==> config.mk <==
export PLATFORM = sky130hd
export DESIGN_NAME = round_robin_task_table_top
export DESIGN_NICKNAME = d
export VERILOG_FILES = /design/src/rtl/rrtt_pkg.sv /design/src/rtl/rrtt_ctrl.sv /design/src/rtl/rrtt_dp.sv /design/src/rtl/round_robin_task_table_top.sv
export SDC_FILE = /design/constraint.sdc
export NUM_CORES = 1
export LEC_CHECK = 0
export BUFFER_PORTS_ARGS = -buffer_cell sky130_fd_sc_hd__clkbuf_2
export CAP_MARGIN = 20
export CORE_UTILIZATION = 54
export CTS_CLUSTER_SIZE = 24
export DETAILED_ROUTE_END_ITERATION = 10
export GPL_TIMING_DRIVEN = 0
export PLACE_DENSITY = 0.76
export SLEW_MARGIN = 30
export SYNTH_ARGS = -nofsm -noshare
export SYNTH_HDL_FRONTEND = slang
export SYNTH_HIERARCHICAL = 1
export SYNTH_SLANG_ARGS = --single-unit
==> constraint.sdc <==
create_clock -name clk -period 5.89 [get_ports clk]
set_input_delay 0 -clock clk [delete_from_list [all_inputs] [get_ports clk]]
set_output_delay 0 -clock clk [all_outputs]
set_load 0.005 [all_outputs]
==> src/rtl/rrtt_pkg.sv <==
// ----------------------------------------------------------------------------
// rrtt_pkg
// Shared constants and types of the round robin task table.
// ----------------------------------------------------------------------------
package rrtt_pkg;

	localparam int NUM_SLOTS_DEF     = 4;
	localparam int STACK_BYTES_DEF   = 2000;
	localparam int ENTRY_FRAME_BYTES = 21 * 8;

	localparam int SP_W     = 64;
	localparam int SS_W     = 16;
	localparam int SCREEN_W = 8;
	localparam int ID_W     = 8;
	localparam int BASE_W   = 48;
	localparam int MODE_W   = 2;
	localparam int STATUS_W = 2;

	localparam int CFG_INDEX_W = 1;
	localparam int CFG_DATA_W  = BASE_W;

	localparam logic [CFG_INDEX_W-1:0] REG_MULTITASK_ENABLE  = 1'd0;
	localparam logic [CFG_INDEX_W-1:0] REG_STACK_REGION_BASE = 1'd1;

	localparam logic [MODE_W-1:0] MODE_SWITCH = 2'd0;
	localparam logic [MODE_W-1:0] MODE_ADD    = 2'd1;
	localparam logic [MODE_W-1:0] MODE_REMOVE = 2'd2;

	localparam logic [STATUS_W-1:0] STATUS_OK      = 2'd0;
	localparam logic [STATUS_W-1:0] STATUS_FULL    = 2'd1;
	localparam logic [STATUS_W-1:0] STATUS_NO_TASK = 2'd2;

	typedef struct packed {
		logic load;
		logic exec;
		logic rd;
	} rrtt_cmd_t;

endpackage

==> src/rtl/rrtt_ctrl.sv <==
// ----------------------------------------------------------------------------
// rrtt_ctrl
// Sequencer: capture a word, update the table, read the current slot, report.
// ----------------------------------------------------------------------------
module rrtt_ctrl
	import rrtt_pkg::*;
(
	input  logic      clk,
	input  logic      arst_n,
	input  logic      start,
	output logic      busy,
	output logic      done,
	output rrtt_cmd_t cmd
);

	localparam logic [1:0] ST_IDLE = 2'd0;
	localparam logic [1:0] ST_EXEC = 2'd1;
	localparam logic [1:0] ST_READ = 2'd2;
	localparam logic [1:0] ST_DONE = 2'd3;

	logic [1:0] state_q;
	logic [1:0] state_d;

	always_comb begin
		state_d = state_q;
		case (state_q)
			ST_IDLE: begin
				if (start)
					state_d = ST_EXEC;
			end
			ST_EXEC: state_d = ST_READ;
			ST_READ: state_d = ST_DONE;
			ST_DONE: state_d = ST_IDLE;
			default: state_d = ST_IDLE;
		endcase
	end

	always_ff @(posedge clk or negedge arst_n) begin
		if (!arst_n)
			state_q <= ST_IDLE;
		else
			state_q <= state_d;
	end

	assign busy     = (state_q != ST_IDLE);
	assign done     = (state_q == ST_DONE);
	assign cmd.load = start && (state_q == ST_IDLE);
	assign cmd.exec = (state_q == ST_EXEC);
	assign cmd.rd   = (state_q == ST_READ);

endmodule

==> src/rtl/rrtt_dp.sv <==
// ----------------------------------------------------------------------------
// rrtt_dp
// Slot table, scheduler state, configuration registers and result registers.
// ----------------------------------------------------------------------------
module rrtt_dp
	import rrtt_pkg::*;
#(
	parameter int NUM_SLOTS   = NUM_SLOTS_DEF,
	parameter int STACK_BYTES = STACK_BYTES_DEF
) (
	input  logic                   clk,
	input  logic                   arst_n,
	input  rrtt_cmd_t              cmd,
	input  logic                   cfg_we,
	input  logic [CFG_INDEX_W-1:0] cfg_index,
	input  logic [CFG_DATA_W-1:0]  cfg_wdata,
	input  logic [MODE_W-1:0]      mode,
	input  logic [SP_W-1:0]        saved_sp,
	input  logic [SS_W-1:0]        saved_ss,
	input  logic [SCREEN_W-1:0]    screen,
	output logic [STATUS_W-1:0]    status,
	output logic [ID_W-1:0]        new_id,
	output logic [SP_W-1:0]        run_sp,
	output logic [SS_W-1:0]        run_ss,
	output logic [SCREEN_W-1:0]    run_screen,
	output logic                   scheduling_active
);

	localparam int SLOT_W = $clog2(NUM_SLOTS);
	localparam int CNT_W  = $clog2(NUM_SLOTS + 1);
	localparam int OFF_W  = $clog2(NUM_SLOTS * STACK_BYTES + 1);

	function automatic logic [SLOT_W-1:0] rr_next(input logic [NUM_SLOTS-1:0] v,
		input logic [SLOT_W-1:0] c);
		logic [SLOT_W-1:0] r;
		int idx;
		r = c;
		for (int k = NUM_SLOTS; k >= 1; k--) begin
			idx = int'(c) + k;
			if (idx >= NUM_SLOTS)
				idx = idx - NUM_SLOTS;
			if (v[SLOT_W'(idx)])
				r = SLOT_W'(idx);
		end
		return r;
	endfunction

	logic                 enable_q;
	logic [BASE_W-1:0]    base_q;
	logic [MODE_W-1:0]    mode_q;
	logic [SP_W-1:0]      sp_q;
	logic [SS_W-1:0]      ss_q;
	logic [SCREEN_W-1:0]  scr_q;
	logic [NUM_SLOTS-1:0] valid_q;
	logic [SLOT_W-1:0]    cur_q;
	logic [CNT_W-1:0]     cnt_q;
	logic [ID_W-1:0]      idc_q;
	logic [SP_W-1:0]      dflt_sp_q;
	logic [SS_W-1:0]      dflt_ss_q;
	logic [STATUS_W-1:0]  status_q;
	logic [ID_W-1:0]      nid_q;
	logic [SP_W-1:0]      rd_sp_q;
	logic [SS_W-1:0]      rd_ss_q;
	logic [SCREEN_W-1:0]  rd_scr_q;

	logic [SP_W-1:0]      slot_sp  [NUM_SLOTS];
	logic [SS_W-1:0]      slot_ss  [NUM_SLOTS];
	logic [SCREEN_W-1:0]  slot_scr [NUM_SLOTS];

	logic                 active;
	logic                 free_found;
	logic [SLOT_W-1:0]    free_idx;
	logic [OFF_W-1:0]     sp_off;
	logic [SP_W-1:0]      init_sp;
	logic [NUM_SLOTS-1:0] valid_rm;

	logic [NUM_SLOTS-1:0] valid_d;
	logic [SLOT_W-1:0]    cur_d;
	logic [CNT_W-1:0]     cnt_d;
	logic [ID_W-1:0]      idc_d;
	logic                 dflt_we;
	logic [STATUS_W-1:0]  status_d;
	logic [ID_W-1:0]      nid_d;
	logic                 wr_ctx;
	logic                 wr_scr;
	logic [SLOT_W-1:0]    wr_idx;
	logic [SP_W-1:0]      wr_sp;
	logic [SS_W-1:0]      wr_ss;

	assign active = enable_q && (cnt_q != '0);

	always_comb begin
		free_found = 1'b0;
		free_idx   = '0;
		for (int i = NUM_SLOTS - 1; i >= 0; i--) begin
			if (!valid_q[i]) begin
				free_found = 1'b1;
				free_idx   = SLOT_W'(i);
			end
		end
	end

	assign sp_off  = OFF_W'({1'b0, free_idx} + 1'b1) * OFF_W'(STACK_BYTES);
	assign init_sp = {{(SP_W - BASE_W){1'b0}}, base_q} + SP_W'(sp_off)
		- SP_W'(ENTRY_FRAME_BYTES);

	always_comb begin
		valid_rm        = valid_q;
		valid_rm[cur_q] = 1'b0;
	end

	always_comb begin
		valid_d  = valid_q;
		cur_d    = cur_q;
		cnt_d    = cnt_q;
		idc_d    = idc_q;
		dflt_we  = 1'b0;
		status_d = STATUS_OK;
		nid_d    = '0;
		wr_ctx   = 1'b0;
		wr_scr   = 1'b0;
		wr_idx   = cur_q;
		wr_sp    = sp_q;
		wr_ss    = ss_q;
		case (mode_q)
			MODE_SWITCH: begin
				if (!active) begin
					dflt_we = 1'b1;
					idc_d   = idc_q + 1'b1;
				end else begin
					wr_ctx = 1'b1;
					cur_d  = rr_next(valid_q, cur_q);
				end
			end
			MODE_ADD: begin
				if ((cnt_q < CNT_W'(NUM_SLOTS)) && free_found) begin
					wr_ctx            = 1'b1;
					wr_scr            = 1'b1;
					wr_idx            = free_idx;
					wr_sp             = init_sp;
					wr_ss             = '0;
					valid_d[free_idx] = 1'b1;
					cnt_d             = cnt_q + 1'b1;
					nid_d             = idc_q;
					idc_d             = idc_q + 1'b1;
				end else begin
					status_d = STATUS_FULL;
				end
			end
			MODE_REMOVE: begin
				if ((cnt_q == '0) || !valid_q[cur_q]) begin
					status_d = STATUS_NO_TASK;
				end else begin
					valid_d = valid_rm;
					cnt_d   = cnt_q - 1'b1;
					if (enable_q && (cnt_q != CNT_W'(1)))
						cur_d = rr_next(valid_rm, cur_q);
				end
			end
			default: begin
			end
		endcase
	end

	always_ff @(posedge clk or negedge arst_n) begin
		if (!arst_n) begin
			enable_q <= 1'b0;
			base_q   <= '0;
		end else if (cfg_we) begin
			case (cfg_index)
				REG_MULTITASK_ENABLE:  enable_q <= cfg_wdata[0];
				REG_STACK_REGION_BASE: base_q   <= cfg_wdata;
				default: begin
				end
			endcase
		end
	end

	always_ff @(posedge clk or negedge arst_n) begin
		if (!arst_n) begin
			valid_q   <= '0;
			cur_q     <= '0;
			cnt_q     <= '0;
			idc_q     <= '0;
			dflt_sp_q <= '0;
			dflt_ss_q <= '0;
		end else if (cmd.exec) begin
			valid_q <= valid_d;
			cur_q   <= cur_d;
			cnt_q   <= cnt_d;
			idc_q   <= idc_d;
			if (dflt_we) begin
				dflt_sp_q <= sp_q;
				dflt_ss_q <= ss_q;
			end
		end
	end

	always_ff @(posedge clk) begin
		if (cmd.load) begin
			mode_q <= mode;
			sp_q   <= saved_sp;
			ss_q   <= saved_ss;
			scr_q  <= screen;
		end
		if (cmd.exec) begin
			status_q <= status_d;
			nid_q    <= nid_d;
		end
	end

	always_ff @(posedge clk) begin
		if (cmd.exec && wr_ctx) begin
			slot_sp[wr_idx] <= wr_sp;
			slot_ss[wr_idx] <= wr_ss;
		end
		if (cmd.exec && wr_scr)
			slot_scr[wr_idx] <= scr_q;
		if (cmd.rd) begin
			rd_sp_q  <= slot_sp[cur_q];
			rd_ss_q  <= slot_ss[cur_q];
			rd_scr_q <= slot_scr[cur_q];
		end
	end

	assign status            = status_q;
	assign new_id            = nid_q;
	assign scheduling_active = active;
	assign run_sp            = active ? rd_sp_q : dflt_sp_q;
	assign run_ss            = active ? rd_ss_q : dflt_ss_q;
	assign run_screen        = rd_scr_q;

endmodule

==> src/rtl/round_robin_task_table_top.sv <==
// ----------------------------------------------------------------------------
// round_robin_task_table_top
// Task slot table with round robin switching, task add and task remove.
// A started word passes through the update, slot read and report states;
// done strobes in the report state. The sequencer takes no new word until it
// is back in idle after the capture, update, slot read and report steps.
// Reset clears valid bits, scheduler state and configuration; slot contents
// stay undefined until written. Results cannot be stalled by the receiver.
// ----------------------------------------------------------------------------
module round_robin_task_table_top
	import rrtt_pkg::*;
#(
	parameter int NUM_SLOTS   = NUM_SLOTS_DEF,
	parameter int STACK_BYTES = STACK_BYTES_DEF
) (
	input  logic                   clk,
	input  logic                   arst_n,
	input  logic                   cfg_we,
	input  logic [CFG_INDEX_W-1:0] cfg_index,
	input  logic [CFG_DATA_W-1:0]  cfg_wdata,
	input  logic                   start,
	output logic                   busy,
	input  logic [MODE_W-1:0]      mode,
	input  logic [SP_W-1:0]        saved_sp,
	input  logic [SS_W-1:0]        saved_ss,
	input  logic [SCREEN_W-1:0]    screen,
	output logic                   done,
	output logic [STATUS_W-1:0]    status,
	output logic [ID_W-1:0]        new_id,
	output logic [SP_W-1:0]        run_sp,
	output logic [SS_W-1:0]        run_ss,
	output logic [SCREEN_W-1:0]    run_screen,
	output logic                   scheduling_active
);

	rrtt_cmd_t cmd;

	rrtt_ctrl u_ctrl (
		.clk    (clk),
		.arst_n (arst_n),
		.start  (start),
		.busy   (busy),
		.done   (done),
		.cmd    (cmd)
	);

	rrtt_dp #(
		.NUM_SLOTS   (NUM_SLOTS),
		.STACK_BYTES (STACK_BYTES)
	) u_dp (
		.clk               (clk),
		.arst_n            (arst_n),
		.cmd               (cmd),
		.cfg_we            (cfg_we),
		.cfg_index         (cfg_index),
		.cfg_wdata         (cfg_wdata),
		.mode              (mode),
		.saved_sp          (saved_sp),
		.saved_ss          (saved_ss),
		.screen            (screen),
		.status            (status),
		.new_id            (new_id),
		.run_sp            (run_sp),
		.run_ss            (run_ss),
		.run_screen        (run_screen),
		.scheduling_active (scheduling_active)
	);

endmodule

==> results of run 1 <==
## layout make-up
class                   instances  area (µm²)
clock buffers                  91        2000
diodes                          1        2.50
inverters                      90         338
clock inverters                40         444
well taps                     688         861
repair buffers                413        3330
flip-flops and latches        688       19900
multi-input cells             960        8720
fillers                      3531       17000
plain buffers                  86         339
## worst max-delay path: cells and delay by family, from the launching register on
| family | cells | cell delay (ps) |
|---|---|---|
| AND/OR/NAND/NOR | 2 | 390 |
| buffers and inverters | 4 | 500 |
| adder cells (fa/ha/maj) | 4 | 1310 |
| XOR/XNOR | 1 | 160 |
| AO/OA/AOI/OAI | 8 | 2710 |
| flip-flops | 1 | 320 |
## stage by stage
stage               instance area [µm²]  power [W]  setup TNS (ps)  std cells
global placement                  31300     0.0111        -1260480       2755
CTS                               35900     0.0160               0       3055
finish                            36000     0.0159               0       3057
global route                      36000     0.0166               0       3056
detailed placement                32000     0.0113               0       2781
floorplan                         29200    0.00963               0       1824
## path summary, 6_finish.rpt
kind,end
max,u_dp/slot_sp[1][46]
min,u_dp/ss_q[11]
max reg2reg,u_dp/slot_sp[1][46]
min reg2reg,u_dp/idc_q[7]
max in group asynchronous,u_dp/dflt_sp_q[37]
min in group asynchronous,u_dp/dflt_ss_q[13]
## per-layer routing
metal / vias to the layer above / global-route usage / wire length, µm
met2: 695 / 0.445 / 35600
met3: 117 / 0.0448 / 4340
li1: 7912 / - / -
met1: 8902 / 0.326 / 27600
met4: 0 / 0.0718 / 1690
met5: - / 0 / 0
## cell usage after synthesis, types with 12 or more instances
| master | number |
|---|---|
| o21ai_0 | 74 |
| and2_1 | 27 |
| buf_1 | 13 |
| xor2_1 | 23 |
| a21oi_1 | 76 |
| edfxtp_1 | 540 |
| nand2_1 | 131 |
| a21o_1 | 18 |
| mux4_2 | 89 |
| ha_1 | 73 |
| nor3_1 | 12 |
| dfrtp_1 | 148 |
| mux2_2 | 210 |
| inv_1 | 90 |
| xnor2_1 | 26 |
| nand3_1 | 14 |
| nor2_1 | 51 |
| nand4_1 | 16 |
| clkbuf_1 | 68 |
## cell families (layout without fill, tap and decap cells)
kind of cell               count (synthesis)  in the layout  synth area share
muxes                                    307            307             0.152
other                                      1              3          0.000128
AOI/OAI and AO/OA                        236            236            0.0491
and+or+nand+nor                          291            291            0.0468
xor gates and xnor gates                  49             49            0.0147
DFF                                      688            688             0.681
adders and majority gates                 75             75            0.0326
buffers and inverters                    176            720            0.0229
## sequential cells by signal, indices dropped and copies added (netlist names)
signal	cells
u_dp/new_id	8
u_dp/dflt_ss_q	16
u_dp/mode_q	2
u_ctrl/state_q	2
u_dp/valid_q	4
u_dp/slot_scr	32
u_dp/slot_sp	256
u_dp/ss_q	16
u_dp/sp_q	64
u_dp/cnt_q	3
u_dp/run_screen	8
u_dp/idc_q	8
u_dp/base_q	48
u_dp/cur_q	2
u_dp/dflt_sp_q	64
u_dp/slot_ss	64
u_dp/rd_ss_q	16
u_dp/enable_q	1
u_dp/scr_q	8
u_dp/rd_sp_q	64
u_dp/status	2
## report_power, final
group	internal, W	switching [W]	leakage [nW]
logic	0.00213	0.00241	5.91
registers	0.00635	0.000409	6.69
clock network	0.00277	0.00187	1.20
total	0.0112	0.00470	13.8
## placed cells by master, fill, tap and decap left out, types with 7 or more instances in the layout
| master | count |
|---|---|
| mux2_2 | 210 |
| bufinv_16 | 8 |
| mux2i_1 | 7 |
| nand4_1 | 16 |
| nor2_1 | 47 |
| buf_16 | 20 |
| o21ai_0 | 74 |
| nand3_1 | 14 |
| nor3_1 | 12 |
| dfrtp_1 | 148 |
| ha_1 | 72 |
| inv_1 | 90 |
| buf_1 | 8 |
| clkbuf_8 | 9 |
| edfxtp_1 | 540 |
| dlygate4sd3_1 | 142 |
| and2_1 | 27 |
| clkinv_2 | 17 |
| xor2_1 | 23 |
| nand2_1 | 131 |
| clkbuf_2 | 247 |
| xnor2_1 | 26 |
| clkbuf_16 | 74 |
| mux4_2 | 89 |
| a21oi_1 | 76 |
| a21o_1 | 18 |
| clkbuf_1 | 76 |
## timing repair
item	CTS	global route
setup endpoints to repair	0	4
hold buffers	143	0
gates resized for setup	0	1
hold endpoints to repair	311	0
==> impl_metrics.py, run 1 <==
metrics = {
    "grt": {
        "grt_max_degree": 66,
        "antenna_found_initial": 1,
        "grt_pass1_vias": 18242,
        "grt.total_usage": 0.254,
        "grt_pass1_wl_mm": 106,
        "overflow": 0,
    },
    "logic_synthesis": {
        "synth.top_cell.area_share": 0.555,
        "syn_inst": 1823,
        "synthTopCellsByArea": "edfxtp_1 (55%), dfrtp_1 (13%), mux2_2 (8.1%)",
        "synth_area_per_cell_um2": 16.0,
        "yosysWarnings": 6,
        "post-synth-top-area-cell": "edfxtp_1",
        "ys_async_sr_fraction": 0.215,
        "ys.flop_type": "edfxtp_1",
        "synth_seq_cells": 688,
        "synth-edff-count": 540,
        "synthDistinctLibCells": 68,
        "netlist_area_um2": 29200,
        "synth.yosys.seq_area_share": 0.681,
    },
    "worst_setup_path": {
        "setup.worst_path.start_class": "flop",
        "critPathArrivalTime_ps": 5990,
        "critPathLaunch": "u_dp/valid_q[0]",
        "ff2ff_setup_slack_ps": 260,
        "worstRegToRegCells": 19,
        "r2r_start": "u_dp/valid_q[0]",
        "crit_path_end_kind": "flop",
        "cp_slowest_stage_delay_ps": 570,
        "worstPathCellList": "clkbuf_1, nand2_1, a21oi_1, ha_1, inv_1, fa_1, inv_1, ha_1, inv_1, ha_1, a21o_1, a31o_2, o21ai_1, nand2_1, a41oi_1, o21a_1, a21oi_1, xnor2_1, o21ai_0",
        "crit_slowest_cell": "a41oi_1",
        "cp_max_fo": 9,
        "critPathKind": "reg -> reg",
        "cp_data_required_time_ps": 6250,
    },
    "pwr": {
        "powerDensity_nw_per_um2": 443,
        "leakage_nw": 13.8,
        "ir_drop_uv": 289,
    },
    "clocking": {
        "numCtsBuffers": 71,
        "post_cts_buffers": 0,
        "clock_sinks": 688,
        "clk_latency_ps": 610,
        "clk_pin_slew_worst_paths_ps": 60,
        "cts.htree.levels": 3,
        "cts_tree": "done",
        "root_buffer": "clkbuf_16",
        "clk_path_buf_depth": 3,
    },
    "sta": {
        "drv_slew": 0,
        "final-setup-viol-count": 0,
        "slew_headroom": 0.332,
        "period_share": 0.956,
        "fmax_mhz": 178,
        "clock_skew_ps": 27.0,
        "setup_ws_ps": 261,
        "whs_ps": 108,
        "period_needed_ps": 5630,
        "max_slew.worst_pin.slew_ps": 1000,
        "rsz0062_at_grt": "false",
        "final_hold_viol_count": 0,
    },
    "cells_and_area": {
        "drive_gt1_frac": 0.304,
        "area_growth_syn_to_layout_pct": 23.0,
        "final_nets": 2528,
        "fin_util": 0.679,
    },
    "die": {
        "coreArea_um2": 53000,
        "row_count": 84,
        "initial_core_util": 0.552,
        "ios": 244,
        "dieArea_um2": 55100,
        "die_y_um": 235,
        "die_w_um": 235,
    },
    "place": {
        "gp_congestion": 0.904,
        "dp_hpwl_mm": 46.1,
        "post-place-ws_ps": 311,
        "port_buffers": 243,
    },
    "routing": {
        "avgRoutedWirePerCell_um": 22.6,
        "dr_total_vias": 17626,
        "antenna_left": 0,
        "drc": 0,
        "wl_mm": 69.2,
        "vias_per_cell": 5.77,
        "drtIter0Drc": 1446,
        "drt_first_pass_iters": 8,
    },
    "worst_hold_path": {
        "hold_depth": 2,
        "min-delay-start": "saved_ss[11]",
        "hold_path.class": "in -> reg",
    },
    "flow_run": {
        "cap_violations": 0,
    },
    "run_status": {
        "status": "finished clean",
    },
}
No activity file was read; power rests on OpenSTA's default activity.
==> inputs of run 2 (changes only) <==
CORE_MARGIN = 5   (was not set)
SETUP_SLACK_MARGIN = 0.5   (was not set)
==> impl_metrics.py, run 2 (same netlist as run 1, synthesis figures left out) <==
metrics = {
    "routing": {
        "vias_per_cell": 5.73,
        "avgRoutedWirePerCell_um": 22.7,
        "antenna_left": 0,
        "wl_mm": 69.4,
        "drc": 0,
        "drtIter0Drc": 1644,
        "drt_first_pass_iters": 7,
        "dr_total_vias": 17521,
    },
    "clocking": {
        "post_cts_buffers": 0,
        "cts_tree": "done",
        "root_buffer": "clkbuf_16",
        "clk_path_buf_depth": 3,
        "numCtsBuffers": 72,
        "clock_sinks": 688,
        "clk_latency_ps": 600,
        "clk_pin_slew_worst_paths_ps": 60,
        "cts.htree.levels": 3,
    },
    "sta": {
        "period_needed_ps": 5140,
        "setup_ws_ps": 752,
        "rsz0062_at_grt": "false",
        "finalSetupTns_ps": 0,
        "period_share": 0.872,
        "clock_skew_ps": 17.8,
        "max_slew.worst_pin.slew_ps": 975,
        "drv_slew": 0,
        "final-setup-viol-count": 0,
        "final_hold_viol_count": 0,
        "slew_headroom": 0.350,
        "fmax_mhz": 195,
    },
    "pwr": {
        "power.switching_w": 0.00460,
        "powerDensity_nw_per_um2": 437,
        "finalPower_w": 0.0156,
        "swShare": 0.294,
        "leakage_nw": 13.7,
        "clkPwrFrac": 0.279,
        "p_int_w": 0.0110,
        "p_comb_frac": 0.290,
        "ir_drop_uv": 283,
        "seqPwrFrac": 0.431,
    },
    "run_status": {
        "status": "finished clean",
    },
    "die": {
        "dieArea_um2": 58900,
        "coreArea_um2": 53700,
        "initial_core_util": 0.544,
        "row_count": 85,
        "ios": 244,
        "die_w_um": 243,
        "die_y_um": 243,
    },
    "worst_setup_path": {
        "critPathArrivalTime_ps": 5470,
        "setup.worst_path.start_class": "flop",
        "worstRegToRegCells": 19,
        "crit_path_end_kind": "flop",
        "cp_data_required_time_ps": 6220,
        "cp_max_fo": 9,
        "critPathKind": "reg -> reg",
    },
    "cells_and_area": {
        "instances_no_fill": 3058,
        "final_cell_mix": "edfxtp_1 (540), clkbuf_2 (249), mux2_2 (210)",
        "largest_register_ff_count": 256,
        "area_growth_syn_to_layout_pct": 22.4,
        "fillers": 3569,
        "final_nets": 2527,
        "diodes": 0,
        "fin_area_um2": 35800,
        "final_common_cell": "edfxtp_1",
        "top_register": "u_dp/slot_sp",
        "drive_gt1_frac": 0.298,
    },
    "grt": {
        "overflow": 0,
        "grt_pass1_wl_mm": 107,
        "grt_max_degree": 73,
        "grt_pass1_vias": 18526,
        "antenna_found_initial": 1,
        "grt.total_usage": 0.235,
    },
    "place": {
        "dpl.cell_count": 2788,
        "dp_hpwl_mm": 47.0,
        "port_buffers": 243,
        "post-place-ws_ps": 194,
        "gp_congestion": 0.958,
        "placed_area_um2": 32000,
    },
    "worst_hold_path": {
        "hold_path.class": "in -> reg",
        "hold_depth": 2,
    },
    "flow_run": {
        "cap_violations": 0,
    },
}
[run 2: metrics by stage]
stage,util,hold WS [ps]
floorplan,-,-296
global placement,0.583,178
detailed placement,0.597,-91.8
CTS,0.666,77.1
global route,0.666,91.9
finish,0.666,115
[run 2: area by class of cell]
cell class / count / area [µm²] / share of cell area
Sequential cell: 688 / 19900 / 0.557
Multi-Input combinational cell: 960 / 8740 / 0.244
Timing Repair Buffer: 411 / 3310 / 0.0925
Clock buffer: 100 / 2020 / 0.0564
Tap cell: 696 / 871 / 0.0243
Buffer: 86 / 342 / 0.00954
Inverter: 90 / 338 / 0.00944
Clock inverter: 27 / 248 / 0.00692
[run 2: timing repair]
item,in CTS,in global routing
cloned,0,0
hold endpoints to repair,298,0
endpoints found under the setup margin,36,72
hold buffers,143,0
resized for setup,3,7
[run 2: worst max-delay path, cell delays in order, from the launching register on]
cell	delay [ps]
dfrtp_1	320
clkbuf_2	220
nand2_1	180
a21oi_2	340
ha_1	220
inv_1	50
fa_1	520
inv_1	40
ha_1	260
inv_1	60
ha_1	270
a21o_1	190
a31o_2	260
o21ai_1	310
nand2_1	200
a41oi_2	430
o21a_1	300
a21oi_1	110
xnor2_1	160
o21ai_0	410
[run 2: worst paths after layout]
check | start | end | slack (ps)
setup / recovery | u_dp/valid_q[0] | u_dp/slot_sp[3][46] | 750
hold / removal | saved_sp[45] | u_dp/sp_q[45] | 120
setup reg to reg | u_dp/valid_q[0] | u_dp/slot_sp[3][46] | 750
hold reg to reg | u_dp/idc_q[7] | u_dp/idc_q[7] | 470
max in group asynchronous | arst_n | u_dp/base_q[47] | 4900
min in group asynchronous | arst_n | u_dp/dflt_ss_q[10] | 510
[run 2: metal layers]
layer  vias up  part of all wire  GRT usage  routed length, µm
li1       7909                 -          -                  -
met1      8808              0.40      0.300              27600
met2       656              0.52      0.415              35800
met3       146             0.055     0.0420               3850
met4         2             0.031     0.0729               2160
met5         -           0.00010          0                  7
[run 2: power groups by stage]
stage	Combinational, W	Sequential, W	Clock, W
6_report	0.00454	0.00675	0.00436
2_1_floorplan	0.00294	0.00669	0
5_1_grt	0.00493	0.00683	0.00466
3_3_place_gp	0.00419	0.00686	0
3_5_place_dp	0.00444	0.00683	0
4_1_cts	0.00456	0.00675	0.00445
